--- config.mk ---
export PLATFORM = sky130hd
export DESIGN_NAME = wsj_packer
export DESIGN_NICKNAME = d
export VERILOG_FILES = /design/src/sv/wsj_pkg.sv /design/src/sv/wsj_packer.sv
export SDC_FILE = /design/constraint.sdc
export NUM_CORES = 1
export LEC_CHECK = 0
export BUFFER_PORTS_ARGS = -buffer_cell sky130_fd_sc_hd__buf_2
export CORE_MARGIN = 10
export CORE_UTILIZATION = 50
export CTS_BUF_LIST = sky130_fd_sc_hd__clkbuf_4
export DETAILED_ROUTE_END_ITERATION = 6
export GPL_TIMING_DRIVEN = 0
export PLACE_DENSITY_LB_ADDON = 0.08
export SYNTH_ARGS = -nofsm -noshare
export SYNTH_HDL_FRONTEND = slang
export SYNTH_SLANG_ARGS = --single-unit
--- constraint.sdc ---
create_clock -name i_clk -period 5.4 [get_ports i_clk]
set_clock_uncertainty 0.1 [all_clocks]
set_input_delay 0.54 -clock i_clk [delete_from_list [all_inputs] [get_ports i_clk]]
set_output_delay 0.54 -clock i_clk [all_outputs]
set_load 0.1 [all_outputs]
--- src/sv/wsj_pkg.sv ---
// Shared types and constants of the windowed sample journal.
package wsj_pkg;

    localparam int SAMPLES_PER_WORD = 4;
    localparam int PACK_W           = 2;
    localparam int IDX_W            = 12;
    localparam int WORDS_W          = 13;
    localparam int ANCHOR_W         = 23;
    localparam int DATA_W           = 32;
    localparam int GAP_W            = 8;

    localparam logic [GAP_W-1:0]  GAP_MAX  = 8'hFF;
    localparam logic [DATA_W-1:0] ALL_ONES = 32'hFFFF_FFFF;

    localparam logic KIND_SAMPLE = 1'b0;
    localparam logic KIND_READ   = 1'b1;

    // Result of one transaction, produced by the packer, held in the output stage.
    typedef struct packed {
        logic                  is_read;
        logic                  committed;
        logic                  erased;
        logic                  saturated;
        logic [IDX_W-1:0]      committed_index;
        logic [DATA_W-1:0]     committed_word;
        logic [WORDS_W-1:0]    words_written;
        logic [PACK_W-1:0]     samples_pending;
        logic [ANCHOR_W-1:0]   anchor_window;
        logic                  rd_written;
    } t_result;

endpackage

--- src/sv/wsj_packer.sv ---
// Window tracking, pack buffer, write cursor and erase logic of the journal.
module wsj_packer #(
    parameter int JOURNAL_DEPTH = 4096,
    parameter int ADDR_W        = 12,
    parameter int CNT_W         = 13,
    parameter int WIN_W         = 23
) (
    input  logic                          i_clk,
    input  logic                          i_rst_n,
    input  logic                          i_en,
    input  logic                          i_kind,
    input  logic [WIN_W-1:0]              i_window,
    input  logic [7:0]                    i_temp,
    input  logic [wsj_pkg::IDX_W-1:0]     i_idx,
    output logic                          o_wr_en,
    output logic [ADDR_W-1:0]             o_wr_addr,
    output logic [wsj_pkg::DATA_W-1:0]    o_wr_word,
    output logic [wsj_pkg::DATA_W-1:0]    o_wr_gaps,
    output logic                          o_rd_en,
    output logic [ADDR_W-1:0]             o_rd_addr,
    output wsj_pkg::t_result              o_res
);

    localparam int NBUF = wsj_pkg::SAMPLES_PER_WORD - 1;
    localparam logic [wsj_pkg::PACK_W-1:0] LAST_SLOT = wsj_pkg::PACK_W'(NBUF);
    localparam logic [WIN_W:0] GAP_LIMIT = (WIN_W + 1)'(32'd256);

    // cursor doubles as the word count: both move together and reset together
    logic [CNT_W-1:0]                r_cursor, n_cursor;
    logic [wsj_pkg::PACK_W-1:0]      r_pack_count, n_pack_count;
    logic                            r_seeded, n_seeded;
    logic [WIN_W-1:0]                r_cur_win, n_cur_win;
    logic [7:0]                      r_last_value, n_last_value;
    logic [WIN_W-1:0]                r_first_win, n_first_win;
    logic [WIN_W-1:0]                r_last_rec, n_last_rec;
    logic [WIN_W-1:0]                r_oldest, n_oldest;
    logic [7:0]                      r_pack_val [0:NBUF-1];
    logic [7:0]                      n_pack_val [0:NBUF-1];
    logic [7:0]                      r_pack_gap [0:NBUF-1];
    logic [7:0]                      n_pack_gap [0:NBUF-1];

    logic [WIN_W:0]      diff;
    logic [WIN_W:0]      diff_m1;
    logic                in_range;
    logic                fill_start;
    logic [7:0]          gap;
    logic                erase;
    logic [CNT_W-1:0]    base;

    always_comb begin
        n_cursor     = r_cursor;
        n_pack_count = r_pack_count;
        n_seeded     = r_seeded;
        n_cur_win    = r_cur_win;
        n_last_value = r_last_value;
        n_first_win  = r_first_win;
        n_last_rec   = r_last_rec;
        n_oldest     = r_oldest;
        for (int k = 0; k < NBUF; k++) begin
            n_pack_val[k] = r_pack_val[k];
            n_pack_gap[k] = r_pack_gap[k];
        end

        diff       = {1'b0, r_cur_win} - {1'b0, r_last_rec};
        diff_m1    = diff - (WIN_W + 1)'(1);
        // wrapped gap fits a byte only when 1 <= cur - last <= 256
        in_range   = !diff[WIN_W] && (diff != '0) && (diff <= GAP_LIMIT);
        fill_start = (r_cursor == '0) && (r_pack_count == '0);
        erase      = (r_cursor == CNT_W'(JOURNAL_DEPTH));
        base       = erase ? '0 : r_cursor;
        if (fill_start) begin
            gap = '0;
        end else if (in_range) begin
            gap = diff_m1[7:0];
        end else begin
            gap = wsj_pkg::GAP_MAX;
        end

        o_wr_en   = 1'b0;
        o_wr_addr = ADDR_W'(base);
        o_wr_word = {r_last_value, r_pack_val[2], r_pack_val[1], r_pack_val[0]};
        o_wr_gaps = {gap, r_pack_gap[2], r_pack_gap[1], erase ? 8'd0 : r_pack_gap[0]};
        o_rd_en   = 1'b0;
        o_rd_addr = ADDR_W'(i_idx);

        o_res            = '0;
        o_res.is_read    = (i_kind == wsj_pkg::KIND_READ);
        o_res.rd_written = (32'(i_idx) < 32'(r_cursor));

        if (i_en && i_kind == wsj_pkg::KIND_SAMPLE) begin
            if (!r_seeded) begin
                n_seeded    = 1'b1;
                n_first_win = i_window;
                n_cur_win   = i_window;
            end else if (i_window != r_cur_win) begin
                o_res.saturated = !fill_start && !in_range;
                if (r_pack_count == '0) begin
                    n_oldest = r_cur_win;
                end
                n_last_rec = r_cur_win;
                n_cur_win  = i_window;
                if (r_pack_count != LAST_SLOT) begin
                    for (int k = 0; k < NBUF; k++) begin
                        if (r_pack_count == wsj_pkg::PACK_W'(k)) begin
                            n_pack_val[k] = r_last_value;
                            n_pack_gap[k] = gap;
                        end
                    end
                    n_pack_count = r_pack_count + wsj_pkg::PACK_W'(1);
                end else begin
                    // commit; a full journal is erased and re-anchored first
                    n_pack_count          = '0;
                    o_wr_en               = 1'b1;
                    n_cursor              = base + CNT_W'(1);
                    o_res.committed       = 1'b1;
                    o_res.erased          = erase;
                    o_res.committed_index = wsj_pkg::IDX_W'(base);
                    o_res.committed_word  = o_wr_word;
                    if (erase) begin
                        n_first_win = r_oldest;
                    end
                end
            end
            n_last_value = i_temp;
        end

        if (i_en && i_kind == wsj_pkg::KIND_READ) begin
            o_rd_en = 1'b1;
        end

        o_res.words_written   = wsj_pkg::WORDS_W'(n_cursor);
        o_res.samples_pending = n_pack_count;
        o_res.anchor_window   = wsj_pkg::ANCHOR_W'(n_first_win);
        if (!o_res.is_read) begin
            o_res.rd_written = 1'b0;
        end
    end

    always_ff @(posedge i_clk) begin
        if (!i_rst_n) begin
            r_cursor     <= '0;
            r_pack_count <= '0;
            r_seeded     <= 1'b0;
            r_cur_win    <= '0;
            r_last_value <= '0;
            r_first_win  <= '0;
            r_last_rec   <= '0;
        end else if (i_en) begin
            r_cursor     <= n_cursor;
            r_pack_count <= n_pack_count;
            r_seeded     <= n_seeded;
            r_cur_win    <= n_cur_win;
            r_last_value <= n_last_value;
            r_first_win  <= n_first_win;
            r_last_rec   <= n_last_rec;
        end
    end

    always_ff @(posedge i_clk) begin
        if (i_en) begin
            r_oldest <= n_oldest;
            for (int k = 0; k < NBUF; k++) begin
                r_pack_val[k] <= n_pack_val[k];
                r_pack_gap[k] <= n_pack_gap[k];
            end
        end
    end

endmodule

==> results.py <==
metrics = {
    "synth": {
        "synth_nets": 1040,
        "synth_cell_types": 60,
        "synth_edf_count": 71,
        "synth_flop_cell": "dfxtp_1",
        "yosys_warnings": 0,
        "async_flop_share_pct": 0,
        "syn_avg_cell_area_um2": 9.53,
        "syn_inst": 951,
        "syn_area_um2": 9060,
        "synth_seq_cells": 164,
        "ys_seq_area_share_pct": 44.1,
    },
    "sta": {
        "max_freq_mhz": 200,
        "fin_crit_ns": 5.01,
        "finalSetupTns_ns": 0,
        "slew_headroom_pct": 21.4,
        "finalHoldViolations": 0,
        "fin_worst_hold_slack_ns": 0.115,
        "worstMarginPinSlew_ns": 1.18,
        "setup_viol": 0,
        "rsz0062_at_grt": "no",
        "finalCritPeriodShare_pct": 92.8,
        "slew_viol_final": 0,
    },
    "final_layout": {
        "fill_cells": 1588,
        "areaGrowthSynthToFinish_pct": 18.1,
        "fin_area_um2": 10700,
        "multiInputGateArea_um2": 4390,
        "final_common_cell": "buf_2",
        "regArea_um2": 3990,
        "nets": 1281,
        "drive_gt1_share_pct": 26.0,
        "layout.cells.non_filler": 1435,
        "final_cell_mix": "buf_2 (234), dfxtp_1 (93), and2_1 (88), edfxtp_1 (71), nor2_1 (54)",
    },
    "cts": {
        "htree_levels": 4,
        "hold_buffers": 0,
        "cts_tree": "built",
        "clock_path_buffers": 2,
        "insertion_delay_ns": 0.57,
        "cts_setup_buffers": 0,
        "cts.reportedPaths.clkPinSlew_ns": 0.14,
        "numCtsBuffers": 17,
        "ctsResizeCount": 0,
        "root_buffer": "clkbuf_4",
        "cts.sinks": 164,
    },
    "grt": {
        "grt_overflow": 0,
        "grt_pass1_vias": 7236,
        "track_usage_pct": 21.1,
        "antenna_found_initial": 3,
        "grt_pass1_wl_um": 40700,
        "grt_max_degree": 24,
    },
    "die": {
        "fp.dieArea_um2": 23900,
        "fp.dieW_um": 155,
        "fp-row-count": 49,
        "initial_core_util_pct": 50.6,
        "io_pins": 224,
        "core_area_um2": 17900,
        "fp.dieH_um": 155,
    },
    "route": {
        "dr.pass1.iters": 5,
        "dr.max_layer_used": "met5",
        "drt_first_iter_violations": 413,
        "ant_nets": 0,
        "vias_per_cell": 5.27,
        "wl_met2_um": 12400,
        "met3_length_um": 1850,
        "vias": 7568,
        "routed_wl_um": 26200,
        "met1_length_um": 11400,
        "drc": 0,
        "wl_per_cell_um": 18.3,
    },
    "status": {
        "outcome": "completed",
    },
    "critical_path": {
        "critPathMaxStageDelay_ns": 0.55,
        "required_ns": 4.76,
        "path_max_fanout": 9,
        "crit_arrival_ns": 4.37,
        "cp_slowest_cell": "a41oi_1",
        "crit_path_end_kind": "output port",
        "cp_cell_sequence": "inv_1, ha_1, fa_1, nor2b_4, o31a_1, a211oi_2, o211ai_1, nand4_1, a31oi_1, xnor2_1, a41oi_1, buf_2",
        "worstSetupStartpointType": "flip-flop",
        "worstSetupPathType": "reg -> out",
    },
    "placed_design": {
        "dpl_cell_area_um2": 10500,
        "io_buffers": 222,
        "dp_hpwl_um": 20700,
        "dp_cells": 1402,
        "place.gp.congestion": 0.898,
    },
    "power": {
        "sequentialPowerShare_pct": 50.1,
        "switching_share_pct": 35.8,
        "powerDensity_nw_per_um2": 251,
        "switching_power_uw": 962,
        "power_frac_comb_pct": 25.2,
        "vdd_drop_max_uv": 188,
        "power_mw": 2.69,
        "p_clk_share_pct": 24.7,
        "leakagePower_nw": 4.51,
        "internal_power_mw": 1.72,
    },
    "min_path": {
        "hold_path_class": "in -> reg",
    },
    "flow_run": {
        "maxCapViolations": 0,
    },
}
## per-stage QoR
step,worst slack (ns),utilization [%]
after floorplan,0.737,-
after global placement,1.04,58.4
after detailed placement,0.986,58.4
after CTS,0.352,59.8
after global routing,0.130,59.8
final,0.389,59.8
## area by class of cell
| type | instances | share of cell area, % |
|---|---|---|
| plain buffers | 95 | 4.71 |
| diodes | 1 | 0.0234 |
| repair buffers | 222 | 10.4 |
| flip-flops and latches | 164 | 37.3 |
| clock buffers | 19 | 1.33 |
| clock inverters | 13 | 0.923 |
| inverters | 47 | 1.65 |
| multi-input cells | 645 | 41.0 |
| well taps | 229 | 2.68 |
## layer usage
layer  GRT usage, %  vias to the layer above
li1               -                     3783
met1           26.2                     3490
met2           35.0                      258
met3           5.71                       35
met4           6.30                        2
met5              0                        -
## sequential cells by signal, summed over array words and instances (netlist names)
register and flops:
r_cursor 13, r_pack_val 24, r_last_rec 23, r_seeded 1
r_oldest 23, r_last_value 8, r_first_win 23, r_pack_gap 24
r_pack_count 2, r_cur_win 23
## path summary, 6_finish.rpt
path	startpoint	to	slack, ns	cells after the start
max reg2reg	r_cur_win[0]	r_pack_gap[0][9]	1.58	11
min	i_temp[6]	r_last_value[6]	0.11	3
max	r_cur_win[0]	o_wr_gaps[25]	0.39	12
min reg2reg	r_cur_win[0]	r_oldest[0]	0.44	0
## power by group through the flow
stage	combinational (mW)	sequential [mW]	clock (mW)
6_report	0.678	1.35	0.662
5_1_grt	0.726	1.35	0.724
4_1_cts	0.678	1.35	0.674
3_5_place_dp	0.675	1.37	0
3_3_place_gp	0.672	1.37	0
2_1_floorplan	0.515	1.39	0
## critical path, delay by kind of cell (launching register included)
family,cells,cell delay (ns)
simple gates,2,0.30
fa+ha+maj,2,0.70
buf+inv,2,0.62
flops,1,0.42
compound gates,5,1.49
xor+xnor,1,0.28
## synthesized netlist by cell type (all sizes together) (3+ instances only)
library cell | number | area [um^2]
clkbuf | 50 | 189
and3 | 5 | 31.3
a22oi | 44 | 330
xor2 | 11 | 96.3
ha | 41 | 513
o21a | 6 | 45.0
nor3 | 20 | 100
o21ai | 43 | 219
o21bai | 3 | 22.5
a41oi | 8 | 70.1
a211o | 4 | 35.0
nand2 | 42 | 158
edfxtp | 71 | 2130
nand4 | 23 | 144
nor4 | 4 | 40.0
o31ai | 3 | 22.5
o31a | 3 | 27.5
mux2i | 24 | 240
a211oi | 5 | 42.5
inv | 47 | 176
a21oi | 52 | 268
dfxtp | 93 | 1860
a21boi | 9 | 67.6
nor2b | 49 | 314
nand2b | 6 | 37.5
a31oi | 4 | 25.0
xnor2 | 45 | 394
and2 | 88 | 551
nand3 | 11 | 55.1
buf | 45 | 315
o211ai | 8 | 60.1
a21o | 7 | 52.6
nor3b | 4 | 30.0
nor2 | 54 | 203
## logic make-up (layout without fill, tap and decap cells)
logic type / count (synthesis) / in the layout / share of synthesized area, %
flops: 164 / 164 / 44.1
fa+ha+maj: 42 / 42 / 5.88
compound gates: 210 / 210 / 15.5
buf+inv: 142 / 396 / 7.51
mux: 24 / 24 / 2.65
other cells: 0 / 1 / 0
simple gates: 313 / 313 / 19.0
xor+xnor: 56 / 56 / 5.41
Note: power is estimated with default switching activity, not from simulation.
