--- src/sv/wsj_window_div.sv ---
// Window number of a timestamp: exact constant division by reciprocal multiply, registered.
module wsj_window_div #(
    parameter int WINDOW_SECONDS = 900,
    parameter int WIN_W          = 23
) (
    input  logic              i_clk,
    input  logic              i_en,
    input  logic [31:0]       i_epoch,
    output logic [WIN_W-1:0]  o_window
);

    localparam int SHIFT_L = $clog2(WINDOW_SECONDS);
    // ceil(2^(32+L) / d) is exact for every 32-bit dividend
    localparam logic [63:0] RECIP_FULL =
        ((64'd1 << (32 + SHIFT_L)) + 64'(WINDOW_SECONDS) - 64'd1) / 64'(WINDOW_SECONDS);
    localparam logic [32:0] RECIP = RECIP_FULL[32:0];

    logic [64:0]      prod;
    logic [WIN_W-1:0] n_window;
    logic [WIN_W-1:0] r_window;

    always_comb begin
        prod     = 65'(i_epoch) * 65'(RECIP);
        n_window = WIN_W'(prod >> (32 + SHIFT_L));
    end

    always_ff @(posedge i_clk) begin
        if (i_en) begin
            r_window <= n_window;
        end
    end

    assign o_window = r_window;

endmodule

--- config.mk ---
export PLATFORM = sky130hd
export DESIGN_NAME = wsj_window_div
export DESIGN_NICKNAME = d
export VERILOG_FILES = /design/src/sv/wsj_window_div.sv
export SDC_FILE = /design/constraint.sdc
export NUM_CORES = 1
export LEC_CHECK = 0
export BUFFER_PORTS_ARGS = -buffer_cell sky130_fd_sc_hd__buf_4
export CORE_MARGIN = 2
export CORE_UTILIZATION = 60
export DETAILED_ROUTE_END_ITERATION = 10
export PLACE_DENSITY_LB_ADDON = 0.15
export SYNTH_ARGS = -nofsm -noshare
export SYNTH_HDL_FRONTEND = slang
export SYNTH_SLANG_ARGS = --single-unit
--- constraint.sdc ---
create_clock -name i_clk -period 9.47 [get_ports i_clk]
set_input_delay 1.4205 -clock i_clk [delete_from_list [all_inputs] [get_ports i_clk]]
set_output_delay 1.4205 -clock i_clk [all_outputs]
set_load 0.01 [all_outputs]
==> out/metrics.csv, run 1 <==
metric,value,unit
post-synthesis async set-or-reset flop share,0,%
1st-iter DRT viols,508,
xor/xnor share of the synthesized area,2.58,%
Placed Instances,2038,
largest net degree at the start of global routing,24,
WL final,42300,um
max-cap violations,0,
"non-filler cells, final",2042,
Post-Syn Area,16700,um^2
post-synthesis register bit count,23,
io pins,57,
HPWL after DPL,38200,um
Vias,11356,
CP required,9.47,ns
critical path cell sequence,"buf_4, ha_1, xor2_1, ha_1, or2_2, fa_1, inv_1, fa_1, inv_1, fa_1, fa_1, fa_1, inv_1, fa_1, inv_1, ha_1, nand4_2, or2_1, a211o_1, a2111oi_2, nand4_1, and3b_4, o21ai_2, xor2_1",
Period minus WS final,8.21,ns
initial core utilization,60.5,%
element type at the critical path end,flip-flop,
slowest CP cell,fa_1,
DR WL/cell,20.7,um
largest family of logic cells by synthesized area,adder cells,
Residual DRC,0,
startpoint types,input port,
Vias/cell,5.56,
ranking of synthesized cells by area,"fa_1, ha_1, inv_1",
Core Footprint,27600,um^2
"Design Area, Final",17600,um^2
port bufs,56,
initial antenna violation count,0,
Rel. slew slack,58.8,%
Most common cell on crit path,fa_1,
Syn-to-layout area delta,5.53,%
Fin Setup TNS,0,ns
Hold Path Class,in2reg,
first-pass GRT wire length,66000,um
Total GRT Usage,30.4,%
post-route ant nets,0,
Mapped Nets,2394,
ys flop type,edfxtp_1,
CTS buffer count,3,
CTS Sinks,23,
outcome,finished clean,
CTS tree,done,
total grt overflow,0,
post-synth top area share,39.5,%
Synth warnings,0,
die height,171,um
setup violators final,0,
setup bufs post-CTS,0,
Gate Count Post-Synth,1612,
most frequent cell after synthesis,inv_1,
final core occ,63.8,%
share of post-route cells with drive strength above 1,5.29,%
CP arrival,8.21,ns
max incr delay on CP,0.51,ns
Compound-Gate Fraction of Synth Area,6.92,%
# rows,61,
RePlAce Congestion,0.953,
adder-cell share of the synthesized area,71.0,%
"Seq/Total Area, Yosys",4.15,%
f_max,0.122,GHz
Commonest cells post-synth,"inv_1, ha_1, fa_1",
"EDFF count, synth",23,
CTS max path bufs,2,
Die Footprint,29100,um^2
ANT cells,0,
CTS root buffer,clkbuf_16,
mux cell area share after synthesis,0,%
CP Max Fanout,11,
DP Area,17500,um^2
Mean Syn Cell Area,10.3,um^2
RSZ-0062 raised after global routing,no,
Yosys top cell by area,fa_1,
Post-CTS Hold Buffers,0,
vias in the first global route,12294,
Crit Path Category,in2reg,
Slew @ Worst Pin,0.613,ns
library cells used by synthesis,61,
Die X,171,um
DRT Pass-1 Iters,5,
Final Hold Viols,0,
CTS resizes,0,
Worst-path clk slew,0.05,ns
max reg flops,23,
Nets,2447,
Post-Synth Simple-Gate Area,4.22,%
Slew Limit Fails,0,
H-tree depth,1,
period utilization,86.7,%
[final cells by class]
| cell class | count | area, um^2 |
|---|---|---|
| clock buffers | 4 | 78.8 |
| fillers | 2333 | 9970 |
| inverters | 481 | 1810 |
| multi-input cells | 1100 | 14100 |
| flip-flops and latches | 23 | 691 |
| well taps | 378 | 473 |
| repair buffers | 56 | 420 |
[logic make-up after synthesis]
kind of cell | count (synthesis)
fa+ha+maj | 748
buf+inv | 489
compound gates | 170
simple gates | 133
xor+xnor | 49
flops | 23
[metal layers]
| metal | global-route usage, % | wire, um | up-vias |
|---|---|---|---|
| met5 | 0 | 0 | - |
| met4 | 10.8 | 1840 | 0 |
| met3 | 1.76 | 1750 | 85 |
| met2 | 54.6 | 21700 | 315 |
| met1 | 39.0 | 17100 | 5743 |
| li1 | - | - | 5213 |
[cell usage in the layout, fill, tap and decap left out, types with 2 or more instances in the layout]
master,instances
nand2_1,32
o21a_1,3
o2111ai_1,4
a21boi_0,4
buf_4,56
nor2_1,20
o2111a_1,2
nand2b_1,4
a21oi_1,52
ha_1,419
or2_1,2
nor2b_1,5
a211o_1,2
inv_1,481
nand4_1,12
or2_2,12
a211oi_1,5
a31oi_1,4
nor4_1,4
fa_1,329
o21bai_1,3
a21o_1,36
o21ai_0,22
o21ai_1,3
nand3_1,11
o21ba_2,2
nor3_1,10
and3_1,2
a41oi_1,4
edfxtp_1,23
and2_1,12
a21o_2,3
xnor2_1,12
a221oi_1,2
a2111oi_2,2
o211ai_1,3
a2111oi_0,2
clkbuf_16,3
xor2_1,37
[final timing paths]
check,start,to,slack (ns),cells past startpoint
max,i_epoch[5],o_window[17],1.26,24
min,i_en,o_window[19],1.58,1
[stage by stage]
| step | hold slack [ns] | setup slack [ns] |
|---|---|---|
| after floorplan | 1.53 | 1.92 |
| after global placement | 1.83 | 1.09 |
| after detailed placement | 1.83 | 1.04 |
| after CTS | 1.58 | 1.28 |
| after global routing | 1.58 | 1.03 |
| final | 1.58 | 1.26 |
[critical path: cells and delay by family]
family | cells | cell delay (ns)
adder cells (fa/ha/maj) | 9 | 4.03
AND/OR/NAND/NOR | 5 | 1.28
AO/OA/AOI/OAI | 3 | 0.80
buffers and inverters | 5 | 0.40
XOR/XNOR | 2 | 0.28
Power of run 1 is not shown: default switching activity piles up to over one toggle a cycle in this logic, so the estimate is an artifact.
==> run 2, diff against run 1 <==
--- a/config.mk
+++ b/config.mk
@@ -7,7 +7,7 @@
 export LEC_CHECK = 0
 export BUFFER_PORTS_ARGS = -buffer_cell sky130_fd_sc_hd__buf_4
 export CORE_MARGIN = 2
-export CORE_UTILIZATION = 60
+export CORE_UTILIZATION = 54
 export DETAILED_ROUTE_END_ITERATION = 10
 export PLACE_DENSITY_LB_ADDON = 0.15
 export SYNTH_ARGS = -nofsm -noshare
==> out/metrics.csv, run 2 (synthesis results as in run 1) <==
metric,value,unit,change
Period minus WS final,8.20,ns,was 8.21 ns
startpoint types,input port,,unchanged
Crit Path Category,in2reg,,unchanged
Core Footprint,30500,um^2,was 27600 um^2
Syn-to-layout area delta,5.67,%,was 5.53%
max reg flops,23,,unchanged
WL final,43100,um,was 42300 um
"commonest non-fill, non-tap cell in the layout",inv_1,,unchanged
Vias/cell,5.43,,was 5.56
Final Hold Viols,0,,unchanged
first-pass GRT wire length,68000,um,was 66000 um
Die Footprint,32300,um^2,was 29100 um^2
HPWL after DPL,39500,um,was 38200 um
CTS tree,done,,unchanged
post-route ant nets,0,,unchanged
CP required,9.47,ns,about the same
total grt overflow,0,,unchanged
1st-iter DRT viols,478,,was 508
CP arrival,8.20,ns,was 8.21 ns
Rel. slew slack,60.4,%,was 58.8%
"Worst Setup Slack, final",1.27,ns,was 1.26 ns
port bufs,56,,unchanged
RePlAce Congestion,0.951,,was 0.953
Worst-path clk slew,0.06,ns,was 0.05 ns
dpl ws,0.995,ns,was 1.04 ns
element type at the critical path end,flip-flop,,unchanged
setup violators final,0,,unchanged
DR WL/cell,20.9,um,was 20.7 um
share of post-route cells with drive strength above 1,5.29,%,unchanged
Die X,180,um,was 171 um
Post-CTS Hold Buffers,0,,unchanged
CTS max path bufs,2,,unchanged
most frequent cells in the layout,"inv_1, ha_1, fa_1",,unchanged
f_max,0.122,GHz,about the same
Fin Setup TNS,0,ns,unchanged
DRT Pass-1 Iters,4,,was 5
Hold Path Class,in2reg,,unchanged
Residual DRC,0,,unchanged
max-cap violations,0,,unchanged
outcome,finished clean,,unchanged
Total GRT Usage,27.6,%,was 30.4%
H-tree depth,1,,unchanged
period utilization,86.6,%,was 86.7%
CP Max Fanout,11,,unchanged
Vias,11190,,was 11356
CTS buffer count,3,,unchanged
CTS Sinks,23,,unchanged
ANT cells,0,,unchanged
Slew @ Worst Pin,0.589,ns,was 0.613 ns
die height,180,um,was 171 um
RSZ-0062 raised after global routing,no,,unchanged
io pins,57,,unchanged
Nets,2447,,unchanged
initial core utilization,54.6,%,was 60.5%
vias in the first global route,12353,,was 12294
initial antenna violation count,0,,unchanged
largest net degree at the start of global routing,24,,unchanged
# rows,64,,was 61
CTS resizes,0,,unchanged
setup bufs post-CTS,0,,unchanged
Slew Limit Fails,0,,unchanged
CTS root buffer,clkbuf_16,,unchanged
## run 2: worst max-delay path: stages
cell	delay, ns
buf_4	0.19
ha_1	0.42
xor2_1	0.22
ha_1	0.22
or2_2	0.32
fa_1	0.48
inv_1	0.05
fa_1	0.47
inv_1	0.05
fa_1	0.49
fa_1	0.51
fa_1	0.49
inv_1	0.05
fa_1	0.48
inv_1	0.05
ha_1	0.37
nand2_1	0.07
o21ai_0	0.42
o41a_2	0.24
nor3_1	0.06
a2111oi_2	0.45
nand4_1	0.23
and3b_4	0.25
o21ai_2	0.11
xor2_1	0.07
## run 2: through the flow
| step | instances | hold WS (ns) | cell area (um^2) | utilization [%] |
|---|---|---|---|---|
| 3_3_place_gp | 2056 | 1.83 | 17500 | 57.4 |
| 2_1_floorplan | 1612 | 1.53 | 16700 | - |
| 4_1_cts | 2060 | 1.58 | 17600 | 57.7 |
| 5_1_grt | 2060 | 1.58 | 17600 | 57.7 |
| 6_report | 2060 | 1.58 | 17600 | 57.7 |
| 3_5_place_dp | 2056 | 1.83 | 17500 | 57.4 |
## run 2: final timing paths
path                    start      endpoint  slack [ns]  depth (start not counted)
hold / removal           i_en  o_window[18]        1.58                          1
setup / recovery  i_epoch[13]  o_window[17]        1.27                         25
## run 2: final cells by class
cell class	count	area, um^2
clock buffer	4	78.8
fill	2684	12900
inverter	481	1810
multi-input combinational	1100	14100
sequential	23	691
tap	396	495
timing repair buffer	56	420
## run 2: routing by layer
layer | global-route usage (%) | wire length [um]
met1 | 34.9 | 17600
met3 | 2.53 | 1490
met4 | 10.6 | 1990
met5 | 0 | 0
met2 | 49.0 | 22000
Power of run 2 is left out for the same reason.
==> run 3, diff against run 2 <==
--- a/config.mk
+++ b/config.mk
@@ -6,8 +6,9 @@
 export NUM_CORES = 1
 export LEC_CHECK = 0
 export BUFFER_PORTS_ARGS = -buffer_cell sky130_fd_sc_hd__buf_4
+export CAP_MARGIN = 20
 export CORE_MARGIN = 2
-export CORE_UTILIZATION = 54
+export CORE_UTILIZATION = 45
 export DETAILED_ROUTE_END_ITERATION = 10
 export PLACE_DENSITY_LB_ADDON = 0.15
 export SYNTH_ARGS = -nofsm -noshare
==> out/metrics.csv, run 3 (synthesis results as in run 1) <==
metric,value,unit,change
DR WL/cell,20.6,um,was 20.9 um
Die X,196,um,was 180 um
Core Footprint,36500,um^2,was 30500 um^2
setup violators final,0,,unchanged
Hold Path Class,in2reg,,unchanged
initial antenna violation count,0,,unchanged
CTS max path bufs,2,,unchanged
1st-iter DRT viols,347,,was 478
CTS buffer count,3,,unchanged
most frequent cells in the layout,"inv_1, ha_1, fa_1",,unchanged
critical path cell sequence,"buf_4, ha_1, xor2_1, ha_1, or2_2, fa_1, inv_1, fa_1, inv_1, fa_1, fa_1, fa_1, inv_1, fa_1, inv_1, ha_1, nand4_2, or2_1, a211o_1, a2111oi_2, nand4_1, and3b_4, o21ai_2, xor2_1",,
Period minus WS final,8.20,ns,about the same
Slew Limit Fails,0,,unchanged
CP required,9.48,ns,was 9.47 ns
max-cap violations,0,,unchanged
RSZ-0062 raised after global routing,no,,unchanged
CTS resizes,0,,unchanged
Worst-path clk slew,0.06,ns,about the same
RePlAce Congestion,0.909,,was 0.951
Die Footprint,38600,um^2,was 32300 um^2
Vias/cell,5.21,,was 5.43
total grt overflow,0,,unchanged
Fin Setup TNS,0,ns,unchanged
Residual DRC,0,,unchanged
CP Max Fanout,11,,unchanged
startpoint types,input port,,unchanged
H-tree depth,1,,unchanged
Final Hold Viols,0,,unchanged
outcome,finished clean,,unchanged
post-route ant nets,0,,unchanged
period utilization,86.6,%,about the same
first-pass GRT wire length,69000,um,was 68000 um
DRT Pass-1 Iters,5,,was 4
max reg flops,23,,unchanged
Slew @ Worst Pin,0.700,ns,was 0.589 ns
Vias,11107,,was 11190
Syn-to-layout area delta,6.21,%,was 5.67%
Nets,2447,,unchanged
max incr delay on CP,0.51,ns,about the same
"delay-heaviest family, CP",adder cells,,unchanged
CP arrival,8.20,ns,about the same
io pins,57,,unchanged
HPWL after DPL,39800,um,was 39500 um
CTS Sinks,23,,unchanged
element type at the critical path end,flip-flop,,unchanged
largest net degree at the start of global routing,24,,unchanged
initial core utilization,45.6,%,was 54.6%
Total GRT Usage,23.8,%,was 27.6%
share of post-route cells with drive strength above 1,5.29,%,unchanged
WP buf/inv,5,,unchanged
setup bufs post-CTS,0,,unchanged
Most common cell on crit path,fa_1,,unchanged
Post-CTS Hold Buffers,0,,unchanged
port bufs,56,,unchanged
WL final,44000,um,was 43100 um
f_max,0.122,GHz,about the same
CTS tree,done,,unchanged
Rel. slew slack,52.1,%,was 60.4%
vias in the first global route,12444,,was 12353
# rows,70,,was 64
Crit Path Category,in2reg,,unchanged
CTS root buffer,clkbuf_16,,unchanged
ANT cells,0,,unchanged
die height,196,um,was 180 um
slowest CP cell,fa_1,,unchanged
"commonest non-fill, non-tap cell in the layout",inv_1,,unchanged
-- run 3: worst paths after layout --
kind | start | cells past startpoint | slack (ns) | endpoint
max | i_epoch[5] | 24 | 1.27 | o_window[17]
min | i_en | 1 | 1.58 | o_window[19]
-- run 3: metal layers --
layer  track usage, %  part of all wire (%)  routed length (um)  up-vias
met3             1.39                   2.7                1190       66
met1             29.7                    41               17900     5638
li1                 -                     -                   -     5199
met2             43.4                    52               22800      204
met5                0                     0                   0        -
met4             8.70                   4.6                2010        0
-- run 3: per-stage QoR --
step	setup WS (ns)	area (um^2)	hold WS (ns)	std cells	utilization [%]
6_report	1.27	17700	1.58	2132	48.5
5_1_grt	0.973	17700	1.59	2132	48.5
4_1_cts	1.29	17700	1.58	2132	48.5
3_5_place_dp	1.03	17600	1.83	2128	48.2
3_3_place_gp	1.09	17600	1.83	2128	48.2
2_1_floorplan	1.92	16700	1.53	1612	-
-- run 3: cell type report --
type | instances | area (um^2)
Clock buffer | 4 | 78.8
Timing Repair Buffer | 56 | 420
Fill cell | 3495 | 18800
Multi-Input combinational cell | 1100 | 14100
Sequential cell | 23 | 691
Inverter | 481 | 1810
Tap cell | 468 | 586
Power of run 3 is left out for the same reason.
